--- config.mk ---
export PLATFORM = sky130hd
export DESIGN_NAME = ntpm_mac
export DESIGN_NICKNAME = d
export VERILOG_FILES = /design/src/rtl/ntpm_pkg.sv /design/src/rtl/ntpm_mac.sv
export SDC_FILE = /design/constraint.sdc
export NUM_CORES = 1
export LEC_CHECK = 0
export BUFFER_PORTS_ARGS = -buffer_cell sky130_fd_sc_hd__clkbuf_2
export CAP_MARGIN = 20
export CORE_MARGIN = 2
export CORE_UTILIZATION = 42
export CTS_BUF_LIST = sky130_fd_sc_hd__clkbuf_8
export DETAILED_ROUTE_END_ITERATION = 12
export PLACE_DENSITY = 0.68
export SLEW_MARGIN = 20
export SYNTH_ARGS = -nofsm -noshare
export SYNTH_HDL_FRONTEND = slang
export SYNTH_SLANG_ARGS = --single-unit
--- constraint.sdc ---
create_clock -name aclk -period 9.7 [get_ports aclk]
set_input_delay 0.485 -clock aclk [delete_from_list [all_inputs] [get_ports aclk]]
set_output_delay 0.485 -clock aclk [all_outputs]
set_load 0.01 [all_outputs]
--- src/rtl/ntpm_pkg.sv ---
`default_nettype none

package ntpm_pkg;

    // Polynomial size and torus word width
    localparam int POLY_DEGREE = 1024;
    localparam int TORUS_BITS  = 32;

    // Ring position and sequencer counter widths
    localparam int IDX_W = (POLY_DEGREE > 2) ? $clog2(POLY_DEGREE) : 1;
    localparam int CNT_W = $clog2(POLY_DEGREE + 2);

    // Item field widths
    localparam int OP_W    = 2;
    localparam int INDEX_W = 10;
    localparam int INT_W   = 32;
    localparam int TCOEF_W = 32;
    localparam int RES_W   = 32;

    localparam int S_TDATA_W = ((INDEX_W + INT_W + TCOEF_W + 7) / 8) * 8;
    localparam int M_TDATA_W = ((RES_W + INDEX_W + 7) / 8) * 8;

    typedef logic [OP_W-1:0]       op_t;
    typedef logic [TORUS_BITS-1:0] torus_t;

    localparam op_t OP_LOAD  = 2'd0;
    localparam op_t OP_ACC   = 2'd1;
    localparam op_t OP_READ  = 2'd2;
    localparam op_t OP_CLEAR = 2'd3;

    // Control broadcast to every cell of the accumulator ring
    typedef struct packed {
        logic shift;
        logic clear;
    } cell_ctrl_t;

endpackage

`default_nettype wire

--- src/rtl/ntpm_mac.sv ---
`default_nettype none

module ntpm_mac (
    input  wire logic                          aclk,
    input  wire logic                          aresetn,
    input  wire logic                          issue,
    input  wire logic                          wrap_in,
    input  wire logic [ntpm_pkg::IDX_W-1:0]    k_in,
    input  wire logic [ntpm_pkg::INT_W-1:0]    a_coef,
    input  wire ntpm_pkg::torus_t              t_val,
    input  wire logic                          acc_mode,
    input  wire ntpm_pkg::torus_t              head,
    output ntpm_pkg::torus_t                   feedback,
    output logic                               shift_en,
    output logic [ntpm_pkg::IDX_W-1:0]         k_out
);

    logic                       v1_reg, v2_reg;
    logic                       wrap1_reg, wrap2_reg;
    logic [ntpm_pkg::IDX_W-1:0] k1_reg, k2_reg;
    ntpm_pkg::torus_t           a_ext;
    ntpm_pkg::torus_t           prod_next, prod_reg;

    // Sign-extend the integer coefficient into torus width; keep low bits of product
    assign a_ext     = ntpm_pkg::torus_t'($signed(a_coef));
    assign prod_next = a_ext * t_val;

    always_ff @(posedge aclk) begin
        if (!aresetn) begin
            v1_reg <= 1'b0;
            v2_reg <= 1'b0;
        end else begin
            v1_reg <= issue;
            v2_reg <= v1_reg;
        end
    end

    always_ff @(posedge aclk) begin
        wrap1_reg <= wrap_in;
        k1_reg    <= k_in;
        wrap2_reg <= wrap1_reg;
        k2_reg    <= k1_reg;
        prod_reg  <= prod_next;
    end

    always_comb begin
        if (!acc_mode) begin
            feedback = head;
        end else if (wrap2_reg) begin
            feedback = head - prod_reg;
        end else begin
            feedback = head + prod_reg;
        end
    end

    assign shift_en = v2_reg;
    assign k_out    = k2_reg;

endmodule

`default_nettype wire

-- Word-level counts from Yosys, hierarchy flattened
Index checks and enable logic that the tools add are counted.
Widths: inputs -> output; s select.
- flip-flop bits (word level): 56
- bits of input ports: 111
- output and inout bits: 43
- word-level logic and storage cells: 12
- $add $sub $neg: 2
- multipliers: 1
- muxes and demuxes: 2
- operators by type and width (kind ; count):
    $mux 32 ; 2
    $add 32x32->32 ; 1
    $mul 32x32->32 ; 1
    $sub 32x32->32 ; 1

-- Logic depth before layout (Yosys ltp)
- word-level depth: 3
- gate-level depth with buffers: 27
- depth with buffers taken out: 25

-- Least setup slack after synthesis
Ideal clock, no wire load.
- path kind: input to register
- from: input t_val[2]
- to: register prod_reg[31]
- library setup time: 121 ps
- arrival: 6628 ps
- required time: 9579 ps
- path slack: 2951 ps
- stages: 23
- path buffers: 2
- cell sequence: clkbuf_1 clkbuf_1 nand2_1 fa_1 fa_1 fa_1 fa_1 inv_1 ha_1 ha_1 fa_1 inv_1 fa_1 inv_1 ha_1 a211o_1 or3_1 o211ai_2 a41o_1 nor3_1 o41ai_2 o21ai_1 xnor2_1
- longest elaborated chain between the ends: 1
- RTL lines (what ; line ; RTL):
    from (decl) ; ntpm_mac.sv:10 ; input wire ntpm_pkg::torus_t t_val,
    $mul 32x32->32 ; ntpm_mac.sv:26 ; assign prod_next = a_ext * t_val;
    named net prod_next[31] ; ntpm_mac.sv:22 ; ntpm_pkg::torus_t prod_next, prod_reg;
    to (signal assigned) ; ntpm_mac.sv:43 ; prod_reg <= prod_next;
    to (decl) ; ntpm_mac.sv:22 ;
The timed path passes the listed nets, and every way through them passes these cells.
A chain may end at the register's enable or synchronous reset.

-- Worst setup path in the final report
Ends and elaborated chain as after synthesis.

==> impl_metrics.env <==
export IMPL_cts_tree="built"
export IMPL_clkLatencyLatePin_ps=330
export IMPL_synth_top_area_share_pct=42.2
export IMPL_htree_levels=2
export IMPL_synth_enable_flop_cells=0
export IMPL_synth_mux_area_share_pct=1.45
export IMPL_largest_reg_flops=32
export IMPL_post_drt_via_cell_ratio=5.17
export IMPL_async_reset_ff_share_pct=0
export IMPL_worstPathMaxFanout=30
export IMPL_r2r_slack_ps=9160
export IMPL_final_hold_viol_count=0
export IMPL_grt_max_degree=44
export IMPL_synth_seq_cells=56
export IMPL_fin_crit_sh_pct=73.7
export IMPL_cts_made_buffers=5
export IMPL_synth_area_leaders="fa_1 42%, ha_1 10%, and2_1 8.9%"
export IMPL_clk_pin_slew_ps=110
export IMPL_synth_top_family_by_area="adder cells"
export IMPL_period_minus_slack_ps=7150
export IMPL_use_met2_pct=39.5
export IMPL_ant_nets=0
export IMPL_ios=154
export IMPL_reg2reg_depth=1
export IMPL_grt_busiest_layer="met2"
export IMPL_wirelength_mm=51.3
export IMPL_wl_per_cell_um=18.0
export IMPL_synth_xor_area_share_pct=6.41
export IMPL_critPathLaunch="t_val[2]"
export IMPL_ys_types=63
export IMPL_hold_class="primary input to flop"
export IMPL_grt_pass1_vias=16300
export IMPL_synthSimpleGateAreaFrac_pct=17.9
export IMPL_cap_violations=0
export IMPL_setup_viol=0
export IMPL_syn_num_nets=2849
export IMPL_rows=78
export IMPL_syn_area_um2=19400
export IMPL_dr_total_vias=14700
export IMPL_antenna_found_initial=4
export IMPL_die_y_um=219
export IMPL_totalNegativeSetupSlack_ps=0
export IMPL_endpoint_kind="flop"
export IMPL_gr_total_overflow=0
export IMPL_drive_gt1_share_pct=8.68
export IMPL_first_pass_iters=7
export IMPL_tightest_slew_ps=1040
export IMPL_initialDrtViolationCount=873
export IMPL_cp_arrival_ps=7360
export IMPL_max_clock_freq_mhz=140
export IMPL_min_from="k_in[9]"
export IMPL_grt_pass1_wl_mm=84.7
export IMPL_relSlewSlack_pct=30.9
export IMPL_critical_path_class="primary input to flop"
export IMPL_rsz0062_at_grt="no"
export IMPL_maxSlewViolCount=0
export IMPL_grt_use_met1_pct=28.3
export IMPL_fin_skew_ps=1.21
export IMPL_yosys_warnings=0
export IMPL_clock_path_buffers=2
export IMPL_postSynthCellCount=2174
export IMPL_dpl_hpwl_mm=41.5
export IMPL_use_met3_pct=2.45
export IMPL_worstPathRequired_ps=9910
export IMPL_synthToLayoutAreaGrowth_pct=6.45
export IMPL_fp_dieW_um=219
export IMPL_coreArea_um2=45500
export IMPL_outcome="complete, no violations"
export IMPL_yosysTopAreaCell="fa_1"
export IMPL_synth_compound_area_share_pct=6.28
export IMPL_synth_main_ff_cell="dfxtp_1"
export IMPL_drc_errors=0
export IMPL_post_cts_buffers=0
export IMPL_io_buffers=153
export IMPL_synth_seq_area_share_pct=5.78
export IMPL_worstSetupStartpointType="primary input"
export IMPL_cts_resized_gates=0
export IMPL_dieArea_um2=47900
export IMPL_hold_buffers=0
export IMPL_cts_sinks=56
export IMPL_avgSynthCellArea_um2=8.92
export IMPL_final_nets=2910
export IMPL_synth_adder_area_share_pct=52.2
export IMPL_crit_end="prod_reg[31]$_DFF_P_"
export IMPL_reg2reg_to="shift_en$_SDFF_PN0_"
export IMPL_grt_usage_pct=22.5
export IMPL_worstReg2RegStart="v1_reg$_SDFF_PN0_"
export IMPL_cts_root_buf="clkbuf_8"
export IMPL_start_util_pct=42.6
export IMPL_place_gp_congestion=0.901
-- metrics by stage --
stage          instances  setup WS [ps]  utilization [%]  cell area, µm²  hold WS, ps
4_1_cts             2836           2590             45.4           20600          214
3_5_place_dp        2828           2190             45.2           20500          313
5_1_grt             2840           2230             45.4           20600          222
3_3_place_gp        2828           2310             45.2           20500          310
2_1_floorplan       2174           2950                -           19400          310
6_report            2840           2550             45.4           20600          244
-- worst max-delay path, stage by stage --
cell	delay (ps)
clkbuf_2	460
and2_1	380
fa_1	530
inv_1	50
fa_1	490
fa_1	440
fa_1	550
inv_1	50
fa_1	500
inv_1	60
fa_1	520
inv_1	50
fa_1	500
fa_1	440
ha_1	380
o21a_1	150
o21ai_1	110
nand2b_1	60
a21oi_1	140
a41o_1	210
nor3_1	120
o41ai_2	380
o21ai_1	140
xnor2_1	140
-- routing by layer --
| metal | up-vias | wire length [µm] | share of wire (%) |
|---|---|---|---|
| met5 | - | 0 | 0 |
| met4 | 0 | 1970 | 3.8 |
| met1 | 7348 | 21000 | 41 |
| met3 | 88 | 3240 | 6.3 |
| li1 | 6684 | - | - |
| met2 | 550 | 25000 | 49 |
-- Yosys cell counts, types with 3 or more instances --
cell / count
and2_1: 275
nand2_1: 282
fa_1: 409
clkbuf_1: 93
and3_1: 7
dfxtp_1: 56
nand3_1: 11
ha_1: 155
nand4b_1: 4
a21o_1: 24
a211oi_1: 6
a22oi_1: 3
nor2b_1: 7
nor2_1: 48
inv_1: 415
nor3_1: 22
o21ai_0: 16
o21a_1: 12
xor2_1: 26
a31oi_1: 13
nand2b_1: 8
or3_1: 4
nor4_1: 6
o21ai_1: 15
a211o_1: 3
mux2_2: 21
o31ai_1: 3
xnor2_1: 116
o21bai_1: 5
buf_1: 4
mux2i_1: 3
a21oi_1: 63
-- worst min-delay path by stage --
stage / slack [ps] / endpoint / cells after the start
after floorplan: 310 / k_out[0]$_DFF_P_ / 0
after global placement: 310 / k_out[6]$_DFF_P_ / 0
after detailed placement: 310 / k_out[6]$_DFF_P_ / 0
after CTS: 210 / k1_reg[4]$_DFF_P_ / 1
after global routing: 220 / k1_reg[7]$_DFF_P_ / 1
final: 240 / k1_reg[9]$_DFF_P_ / 1
-- area by class of cell --
cell class / count / area, µm²
fillers: 4526 / 24800
repair buffers: 153 / 766
clock inverters: 3 / 28.8
well taps: 600 / 751
clock buffers: 5 / 68.8
multi-input cells: 1604 / 16300
flip-flops and latches: 56 / 1120
inverters: 415 / 1560
diodes: 4 / 10.0
-- placed cells by master, fill, tap and decap left out, types with 5 or more instances in the layout --
master / instances
nor4_1: 6
nor2_1: 48
and3_1: 7
clkbuf_2: 153
o21ai_0: 16
a31oi_1: 13
nor3_1: 22
inv_1: 415
a21o_1: 24
xnor2_1: 116
and2_1: 275
nand2b_1: 8
a21oi_1: 63
mux2_2: 21
nor2b_1: 7
xor2_1: 26
o21ai_1: 15
o21a_1: 12
o21bai_1: 5
ha_1: 155
nand2_1: 282
nand3_1: 11
clkbuf_8: 5
dfxtp_1: 56
a211oi_1: 6
fa_1: 409
-- logic make-up (layout without fill, tap and decap cells) --
| family | count (synthesis) | count (layout) |
|---|---|---|
| AOI/OAI and AO/OA | 187 | 187 |
| xor gates and xnor gates | 142 | 142 |
| adders and majority gates | 564 | 564 |
| buffers and inverters | 514 | 576 |
| DFF | 56 | 56 |
| muxes | 25 | 25 |
| other | 0 | 4 |
| and+or+nand+nor | 686 | 686 |
Power is left out: the tool's default activity adds up to more than one toggle a clock period on the data nets, which glitch-free logic cannot reach.
