`src/rtl/ntpm_pkg.sv`:
```
`default_nettype none

package ntpm_pkg;

    // Polynomial size and torus word width
    localparam int POLY_DEGREE = 1024;
    localparam int TORUS_BITS  = 32;

    // Ring position and sequencer counter widths
    localparam int IDX_W = (POLY_DEGREE > 2) ? $clog2(POLY_DEGREE) : 1;
    localparam int CNT_W = $clog2(POLY_DEGREE + 2);

    // Item field widths
    localparam int OP_W    = 2;
    localparam int INDEX_W = 10;
    localparam int INT_W   = 32;
    localparam int TCOEF_W = 32;
    localparam int RES_W   = 32;

    localparam int S_TDATA_W = ((INDEX_W + INT_W + TCOEF_W + 7) / 8) * 8;
    localparam int M_TDATA_W = ((RES_W + INDEX_W + 7) / 8) * 8;

    typedef logic [OP_W-1:0]       op_t;
    typedef logic [TORUS_BITS-1:0] torus_t;

    localparam op_t OP_LOAD  = 2'd0;
    localparam op_t OP_ACC   = 2'd1;
    localparam op_t OP_READ  = 2'd2;
    localparam op_t OP_CLEAR = 2'd3;

    // Control broadcast to every cell of the accumulator ring
    typedef struct packed {
        logic shift;
        logic clear;
    } cell_ctrl_t;

endpackage

`default_nettype wire

```
`src/rtl/ntpm_cell.sv`:
```
`default_nettype none

module ntpm_cell (
    input  wire logic                  aclk,
    input  wire logic                  aresetn,
    input  wire ntpm_pkg::cell_ctrl_t  ctrl,
    input  wire ntpm_pkg::torus_t      d_in,
    output ntpm_pkg::torus_t           q
);

    ntpm_pkg::torus_t acc_reg;

    // One accumulator; clear zeroes it, else advance to the neighbor on shift
    always_ff @(posedge aclk) begin
        if (!aresetn) begin
            acc_reg <= '0;
        end else if (ctrl.clear) begin
            acc_reg <= '0;
        end else if (ctrl.shift) begin
            acc_reg <= d_in;
        end
    end

    assign q = acc_reg;

endmodule

`default_nettype wire

```
`config.mk`:
```
export PLATFORM = sky130hd
export DESIGN_NAME = ntpm_cell
export DESIGN_NICKNAME = d
export VERILOG_FILES = /design/src/rtl/ntpm_pkg.sv /design/src/rtl/ntpm_cell.sv
export SDC_FILE = /design/constraint.sdc
export NUM_CORES = 1
export LEC_CHECK = 0
export BUFFER_PORTS_ARGS = -buffer_cell sky130_fd_sc_hd__buf_4
export CAP_MARGIN = 15
export CORE_MARGIN = 3
export CORE_UTILIZATION = 40
export CTS_BUF_LIST = sky130_fd_sc_hd__clkbuf_8
export DETAILED_ROUTE_END_ITERATION = 16
export PLACE_DENSITY = 0.76
export SLEW_MARGIN = 40
export SYNTH_ARGS = -nofsm -noshare
export SYNTH_HDL_FRONTEND = slang
export SYNTH_SLANG_ARGS = --single-unit
```
`constraint.sdc`:
```
create_clock -name aclk -period 0.8 [get_ports aclk]
set_input_delay 0.16 -clock aclk [delete_from_list [all_inputs] [get_ports aclk]]
set_output_delay 0.16 -clock aclk [all_outputs]
set_load 0.005 [all_outputs]
```
# [After elaboration in Yosys (flattened, before gate mapping)]
# Index checks and enable logic that the tools add are counted.
[word_totals] regBits=32 latchBits=0 mem_bits_rw=0 mem_bits_ro=0 input_bits=36 out_inout_bits=32 word_cells=3 memories=0
[op_classes] n_addsub=0 multipliers=0 div=0 magnitude_cmp=0 eq_ne=0 n_shift=0 n_mux=0 n_bitwise=1 n_reduce_logical=1
[ops] operator="OR reduction 2 bit" n=1
[ops] operator="inverter 1 bit" n=1

# [Depth between registers and ports, before layout]
# Gate-level depths: netlist of the first run.
[depth] ltp_word=2 mapped_depth=4 mapped_depth_nobuf=2

# [Worst setup path before layout of the first run]
# OpenSTA, ideal clock, no wires.
[synth_path] kind="input to register" startpoint="input ctrl[1] (netlist name)" endpoint="register acc_reg[0], in the netlist q[0]" t_arrival_ns=0.625 slack_ns=0.058 cell_stages=4 n_path_buf=2 path_cell_list="buf_6 > buf_12 > mux2i_1 > nor2_1"
[synth_rtl] element="start, declared" line_no="ntpm_cell.sv:6" rtl="input wire ntpm_pkg::cell_ctrl_t ctrl,"
[synth_rtl] element="end signal, assigned" line_no="ntpm_cell.sv:20" rtl="acc_reg <= d_in;"
[synth_rtl] element="end, declared" line_no="ntpm_cell.sv:11" rtl="ntpm_pkg::torus_t acc_reg;"

# [Final worst setup path of the first run]
[layout_path] startpoint="register acc_reg[20], in the netlist q[20]" endpoint="output q[20]"
[layout_rtl] element="end, declared" line_no="ntpm_cell.sv:8" rtl="output ntpm_pkg::torus_t q"
# No word-level cell between the ends.

==> impl_metrics.yaml, run 1 <==
timing:
  relSlewSlack: 0.898
  worstMarginPinSlew_ns: 0.148
  min_period_over_period: 1.10
  setup_viol: 32
  rsz0062_at_grt: "true"
  layout_min_cycle_time_ns: 0.877
  skew_ns: 0
  hold_viol: 0
  tns_ns: -2.15
  slew_violations: 0
  whs_ns: 0.115
  max_freq_ghz: 1.14
  setup_slack_ns: -0.0767
global_routing:
  antenna_found_initial: 0
  grt_pass1_wl_mm: 4.22
  grt_pass1_vias: 963
  grt_max_degree: 19
  track_usage: 0.161
  grt-ovfl-total: 0
clocking:
  worstSkewPairLatency_ns: 0.27
  cts_buffers: 5
  path_clk_slew_ns: 0.06
  numClockSinks: 32
  cts_tree: "yes"
  clk_path_buf_depth: 2
  h-tree-depth: 2
  cts-root-buf: "clkbuf_8"
yosys:
  synthesis.nets: 140
  synthSimpleGateAreaFrac: 0.108
  synth_top_family_by_area: "multiplexers"
  synth-xor-area-share: 0
  ys_seq_elements: 32
  synth.distinct_cells: 7
  synth_fa_ha_area_frac: 0
  yosysSeqAreaShare: 0.546
  syn_avg_cell_area_um2: 11.3
  syn_area_um2: 1170
  syn_inst: 104
  synth_compound_area_frac: 0
  synthMuxAreaShare: 0.273
  ys_warn_count: 0
run:
  max-cap-violations: 0
route:
  post_drt_wl_per_cell_um: 13.3
  routed_wl_mm: 2.81
  ant_nets: 0
  first_pass_iters: 4
  initialDrtViolationCount: 44
  via_per_inst: 4.64
  drc_errors: 0
  vias: 978
die:
  die_w_um: 60.2
  dieArea_um2: 3620
  die_h_um: 60.2
  initial_core_util: 0.422
  coreArea_um2: 2780
  rows: 19
  io_pins: 68
critical_path:
  slowest_delay_ns: 0.33
  crit_chain: "buf_6"
  worstPathArrival_ns: 0.72
  crit_fanout: 2
  end_kind: "output pin"
  critPathTopFamily: "flip-flops"
  critical_path_class: "reg -> out"
  slowest_stage: "dfxtp_2"
  required_ns: 0.64
  path_buf_inv: 1
  worstSetupStartpointType: "register"
finish:
  area_growth_pct: 67.6
  fillerInstances: 199
  fin_util: 0.707
  num_antenna_cells: 0
  largest_reg_flops: 32
  layout_commonest_cell: "buf_4"
  nNetsFinal: 215
  final_cell_mix: "buf_4 (41), mux2i_1 (32), nor2_1 (32), buf_6 (32), dfxtp_2 (32)"
  drive_gt1_frac: 0.639
placement:
  gp_congestion: 0.680
  hpwl_mm: 2.03
  post-place-ws_ns: -0.0536
  portBuffers: 67
outcome:
  violations: "negative setup slack"
  status: "finished with violations"
pwr:
  power_density_nw_per_um2: 1730
  leakage_nw: 0.970
  irDropWorstVdd_uv: 1510
hold_path:
  hold_path.class: "in -> reg"
-- stage by stage --
stage / cells / instance area [um2] / power [mW]
2_1_floorplan: 104 / 1170 / 1.91
6_report: 211 / 1970 / 3.41
4_1_cts: 209 / 1950 / 3.44
3_5_place_dp: 200 / 1690 / 2.15
5_1_grt: 211 / 1970 / 3.55
3_3_place_gp: 200 / 1690 / 2.13
-- where the power goes --
group	switching, mW	internal (mW)	leakage [nW]	total, mW
clock	0.562	0.685	0.0510	1.25
sequential	0.0367	1.66	0.275	1.69
combinational	0.159	0.311	0.644	0.470
total	0.758	2.65	0.970	3.41
-- cell usage after synthesis --
cell	count	area, um2
buf_12	3	60.1
buf_2	3	15.0
mux2i_1	32	320
nand2b_1	1	6.26
nor2_1	32	120
dfxtp_1	32	641
buf_6	1	11.3
-- timing repair --
action | 4_1_cts | 5_1_grt
pin swaps | 0 | 0
setup buffers | 1 | 2
hold buffers | 0 | 0
endpoints found under the hold margin | 0 | 0
gates resized for setup | 64 | 0
setup endpoints to repair | 32 | 32
-- kinds of logic after synthesis --
family | Yosys count
simple gates | 33
flops | 32
mux | 32
buf+inv | 7
-- final cells by class --
type | count | area (um2) | share of cell area
clock inverters | 2 | 10.0 | 0.00509
well taps | 31 | 38.8 | 0.0197
flip-flops and latches | 32 | 681 | 0.346
clock buffers | 6 | 82.6 | 0.0420
multi-input cells | 65 | 447 | 0.227
repair buffers | 75 | 708 | 0.360
-- routing by layer --
layer,track usage,up-vias,wire (um)
met5,0,-,0
met4,0.0854,0,50
met3,0.0583,7,274
met2,0.275,42,1460
met1,0.172,442,1020
li1,-,487,-
-- worst paths after layout --
check | startpoint | endpoint | slack, ns | cells after the start
worst max-delay path | q[20] | q[20] | -0.08 | 1
worst min-delay path | d_in[27] | q[27] | 0.12 | 3
worst max register to register | q[18] | q[18] | 0.07 | 3
worst min register to register | q[27] | q[27] | 0.50 | 2
-- tightest hold or removal path, delay by kind of cell --
kind          cells  cell delay (ns)
simple gates      1             0.07
buf+inv           1             0.08
mux               1             0.05
No activity file was read; power rests on OpenSTA's default activity.
==> inputs of run 2 (changes only) <==
--- a/config.mk
+++ b/config.mk
@@ -7,11 +7,13 @@
 export LEC_CHECK = 0
 export BUFFER_PORTS_ARGS = -buffer_cell sky130_fd_sc_hd__buf_4
 export CAP_MARGIN = 15
+export CORE_ASPECT_RATIO = 0.7
 export CORE_MARGIN = 3
 export CORE_UTILIZATION = 40
 export CTS_BUF_LIST = sky130_fd_sc_hd__clkbuf_8
 export DETAILED_ROUTE_END_ITERATION = 16
 export PLACE_DENSITY = 0.76
+export RECOVER_POWER = 50
 export SLEW_MARGIN = 40
 export SYNTH_ARGS = -nofsm -noshare
 export SYNTH_HDL_FRONTEND = slang
==> impl_metrics.yaml, run 2 (synthesis gave the netlist of run 1 again) <==
outcome:
  status: "finished with violations"
  violations: "negative setup slack"
timing:
  min_period_over_period: 1.10
  max_freq_ghz: 1.14
  skew_ns: 0
  tns_ns: -2.14
  worstMarginPinSlew_ns: 0.172
  setup_slack_ns: -0.0795
  setup_viol: 32
  rsz0062_at_grt: "true"
  layout_min_cycle_time_ns: 0.880
  slew_violations: 0
  relSlewSlack: 0.882
  hold_viol: 0
pwr:
  power_density_nw_per_um2: 1710
  swShare: 0.219
  p_int_mw: 2.65
  netSwitchingPower_uw: 744
  clock_power_share: 0.356
  pwr-share-seq: 0.499
  leakage_nw: 0.971
  irDropWorstVdd_uv: 1120
  pwr-share-comb: 0.145
global_routing:
  grt_pass1_wl_mm: 4.78
  track_usage: 0.177
  grt_max_degree: 19
  grt_pass1_vias: 995
  grt-ovfl-total: 0
  antenna_found_initial: 0
run:
  max-cap-violations: 0
finish:
  layout_commonest_cell: "buf_4"
  num_antenna_cells: 0
  stdcell_count: 213
  fin_util: 0.756
  fillerInstances: 188
  largest_reg_flops: 32
  drive_gt1_frac: 0.620
  final_cell_mix: "buf_4 (38), buf_6 (33), nor2_1 (32), mux2i_1 (31), dfxtp_2 (30)"
  nNetsFinal: 214
  area_growth_pct: 69.3
route:
  routed_wl_mm: 3.03
  vias: 980
  post_drt_wl_per_cell_um: 14.2
  ant_nets: 0
  initialDrtViolationCount: 59
  drc_errors: 0
  first_pass_iters: 4
  via_per_inst: 4.60
critical_path:
  critical_path_class: "reg -> out"
  crit_fanout: 2
  path_buf_inv: 1
  path_depth: 1
  critPathTopFamily: "flip-flops"
  crit_chain: "buf_6"
  end_kind: "output pin"
  slowest_stage: "dfxtp_1"
  required_ns: 0.64
  worstPathArrival_ns: 0.72
  r2r_cells: 3
  slowest_delay_ns: 0.34
  worstSetupStartpointType: "register"
die:
  io_pins: 68
  die_w_um: 70.7
  initial_core_util: 0.447
  dieArea_um2: 3630
  coreArea_um2: 2630
  die_h_um: 51.3
  rows: 15
placement:
  portBuffers: 67
  dp_cells: 204
  hpwl_mm: 2.24
  post-place-ws_ns: -0.113
  gp_congestion: 0.742
clocking:
  path_clk_slew_ns: 0.06
  cts_hold_buf: 0
  worstSkewPairLatency_ns: 0.28
  numClockSinks: 32
  h-tree-depth: 2
  clk_path_buf_depth: 2
  cts-root-buf: "clkbuf_8"
  cts_buffers: 5
  cts_tree: "yes"
hold_path:
  holdPathStages: 3
  hold_path.class: "in -> reg"
==> run 2: cell types whose count changed in the layout (fill, tap and decap cells not counted), sizes merged <==
cell / delta
clkinv: -2
inv: +2
buf: -1
==> run 2: metal layers <==
layer / vias to the layer above / global-route usage / wire length [um]
li1: 488 / - / -
met1: 452 / 0.196 / 1230
met5: - / 0 / 0
met4: 0 / 0.0563 / 26
met2: 37 / 0.305 / 1560
met3: 3 / 0.0806 / 211
==> run 2: power by group through the flow <==
stage	Sequential [mW]	Combinational (mW)	Clock, mW
finish	1.69	0.493	1.21
global route	1.70	0.534	1.34
detailed placement	1.71	0.453	0
CTS	1.69	0.490	1.26
floorplan	1.71	0.203	0
global placement	1.71	0.438	0
==> run 2: path summary, 6_finish.rpt <==
| kind | from | to | slack, ns |
|---|---|---|---|
| max | q[3] | q[3] | -0.08 |
| max reg2reg | q[17] | q[17] | 0.05 |
| min | d_in[4] | q[4] | 0.12 |
| min reg2reg | q[4] | q[4] | 0.50 |
==> run 2: through the flow <==
step | cell area [um2] | power, mW | hold slack, ns
floorplan | 1170 | 1.91 | 0.307
global placement | 1720 | 2.15 | 0.395
detailed placement | 1720 | 2.16 | 0.403
CTS | 1980 | 3.45 | 0.111
global route | 1990 | 3.57 | 0.126
finish | 1990 | 3.40 | 0.118
==> run 2: layout make-up <==
| type | instances | area (um2) | share of cell area |
|---|---|---|---|
| clock buffers | 6 | 82.6 | 0.0416 |
| clock inverters | 2 | 7.51 | 0.00378 |
| multi-input cells | 65 | 459 | 0.231 |
| flip-flops and latches | 32 | 678 | 0.341 |
| well taps | 34 | 42.5 | 0.0214 |
| repair buffers | 74 | 717 | 0.361 |
==> run 2: what timing repair did <==
action | in CTS | in global routing
resized for setup | 65 | 2
pin swaps | 0 | 1
buffers inserted | 1 | 0
setup endpoints to repair | 32 | 33
gates cloned | 0 | 0
==> inputs of run 3 (changes only) <==
--- a/config.mk
+++ b/config.mk
@@ -9,10 +9,10 @@
 export CAP_MARGIN = 15
 export CORE_ASPECT_RATIO = 0.7
 export CORE_MARGIN = 3
-export CORE_UTILIZATION = 40
+export CORE_UTILIZATION = 48
 export CTS_BUF_LIST = sky130_fd_sc_hd__clkbuf_8
 export DETAILED_ROUTE_END_ITERATION = 16
-export PLACE_DENSITY = 0.76
+export PLACE_DENSITY = 0.86
 export RECOVER_POWER = 50
 export SLEW_MARGIN = 40
 export SYNTH_ARGS = -nofsm -noshare
==> constraint.sdc (replaced) <==
create_clock -name aclk -period 1.1 [get_ports aclk]
set_input_delay 0.22 -clock aclk [delete_from_list [all_inputs] [get_ports aclk]]
set_output_delay 0.22 -clock aclk [all_outputs]
set_load 0.005 [all_outputs]
==> impl_metrics.yaml, run 3 (synthesis gave the netlist of run 1 again) <==
timing:
  worstMarginPinSlew_ns: 0.401
  min_period_over_period: 0.879
  hold_viol: 0
  layout_min_cycle_time_ns: 0.967
  slew_violations: 0
  skew_ns: 0
  max_freq_ghz: 1.03
  rsz0062_at_grt: "false"
  setup_viol: 0
  tns_ns: 0
  relSlewSlack: 0.733
  setup_slack_ns: 0.133
hold_path:
  hold_path.class: "in -> reg"
global_routing:
  track_usage: 0.185
  grt-ovfl-total: 0
  grtUsageMet1: 0.214
  top_usage_layer: "met2"
  antenna_found_initial: 0
  grtUsageMet2: 0.325
  grt_pass1_vias: 905
  met3_usage: 0.0718
  grt_pass1_wl_mm: 4.12
  grt_max_degree: 23
route:
  post_drt_wl_per_cell_um: 14.0
  first_pass_iters: 4
  routed_wl_mm: 2.92
  ant_nets: 0
  initialDrtViolationCount: 27
  vias: 965
  drc_errors: 0
  via_per_inst: 4.64
clocking:
  path_clk_slew_ns: 0.06
  cts.repair.resized: 0
  h-tree-depth: 2
  cts_buffers: 5
  cts_tree: "yes"
  cts-root-buf: "clkbuf_8"
  cts_setup_buffers: 0
  cts_hold_buf: 0
  numClockSinks: 32
  clk_path_buf_depth: 2
  worstSkewPairLatency_ns: 0.28
pwr:
  clock_power_share: 0.369
  p_int_mw: 1.87
  power_density_nw_per_um2: 1380
  pwr-share-comb: 0.125
  pwr-share-seq: 0.506
  swShare: 0.222
  total_power_mw: 2.41
  netSwitchingPower_uw: 535
  irDropWorstVdd_uv: 1150
  leakage_nw: 0.899
critical_path:
  endpoint: "q[4]"
  r2r-end: "q[20]"
  critical_path_class: "reg -> out"
  r2r_cells: 2
  crit_fanout: 2
  slowest_stage: "dfxtp_1"
  worstPathArrival_ns: 0.75
  required_ns: 0.88
  slowest_delay_ns: 0.35
  critPathTopFamily: "flip-flops"
  r2r_setup_slack_ns: 0.44
  path_buf_inv: 1
  startpoint: "q[4]"
  reg2reg_from: "q[20]"
  crit_chain: "buf_4"
  worstSetupStartpointType: "register"
  end_kind: "output pin"
  path_depth: 1
placement:
  portBuffers: 67
  gp_congestion: 0.648
  hpwl_mm: 2.10
  post-place-ws_ns: 0.150
  placed_cell_area_um2: 1670
die:
  coreArea_um2: 2240
  initial_core_util: 0.523
  rows: 14
  die_h_um: 47.4
  die_w_um: 65.1
  io_pins: 68
  dieArea_um2: 3080
finish:
  fillerInstances: 180
  largest_reg_flops: 32
  layout_commonest_cell: "buf_4"
  multiInputGateArea_um2: 447
  nNetsFinal: 211
  final_cell_mix: "buf_4 (68), mux2i_1 (32), nor2_1 (32), dfxtp_1 (32), clkbuf_8 (6)"
  finalInstanceArea_um2: 1740
  drive_gt1_frac: 0.432
  num_antenna_cells: 0
  seqCellArea_um2: 641
  area_growth_pct: 48.6
run:
  max-cap-violations: 0
outcome:
  status: "completed"
==> run 3: changes by cell type in the layout (fill, tap and decap cells not counted) <==
cell / before / now
mux2i_1: 31 / 32
dfxtp_1: 2 / 32
buf_12: 3 / 0
clkbuf_1: 0 / 1
mux2i_4: 1 / 0
buf_6: 33 / 0
clkbuf_2: 0 / 1
dfxtp_2: 30 / 0
buf_4: 38 / 68
clkbuf_4: 0 / 1
==> run 3: layout make-up <==
| type | instances | share of cell area |
|---|---|---|
| clock buffers | 6 | 0.0473 |
| multi-input cells | 65 | 0.256 |
| clock inverters | 2 | 0.00430 |
| flip-flops and latches | 32 | 0.367 |
| well taps | 32 | 0.0230 |
| repair buffers | 71 | 0.302 |
==> run 3: power groups by stage <==
stage	registers, mW	clock network (mW)	logic (mW)
2_1_floorplan	1.24	0	0.148
3_3_place_gp	1.24	0	0.300
3_5_place_dp	1.24	0	0.310
4_1_cts	1.22	0.900	0.313
5_1_grt	1.22	0.981	0.323
6_report	1.22	0.889	0.302
==> run 3: tightest hold or removal path, stage by stage <==
cell	delay, ns
buf_4	0.07
mux2i_1	0.05
nor2_1	0.07
==> run 3: worst min-delay path by stage <==
stage,start,endpoint,slack (ns),cells past startpoint
6_report,d_in[5],q[5],0.17,3
5_1_grt,d_in[16],q[16],0.17,3
4_1_cts,d_in[5],q[5],0.18,3
3_5_place_dp,d_in[27],q[27],0.46,3
3_3_place_gp,d_in[7],q[7],0.45,3
2_1_floorplan,d_in[28],q[28],0.37,2
==> run 3: metal layers <==
metal | part of all wire | wire length (um)
met5 | 0 | 0
met4 | 0.0072 | 21
met3 | 0.063 | 183
met2 | 0.50 | 1460
met1 | 0.43 | 1260
==> run 3: metrics by stage <==
stage               hold slack, ns  std cells  utilization
CTS                          0.175        208        0.786
floorplan                    0.367        104            -
global placement             0.452        200        0.746
detailed placement           0.461        200        0.746
finish                       0.173        208        0.778
global route                 0.172        208        0.778
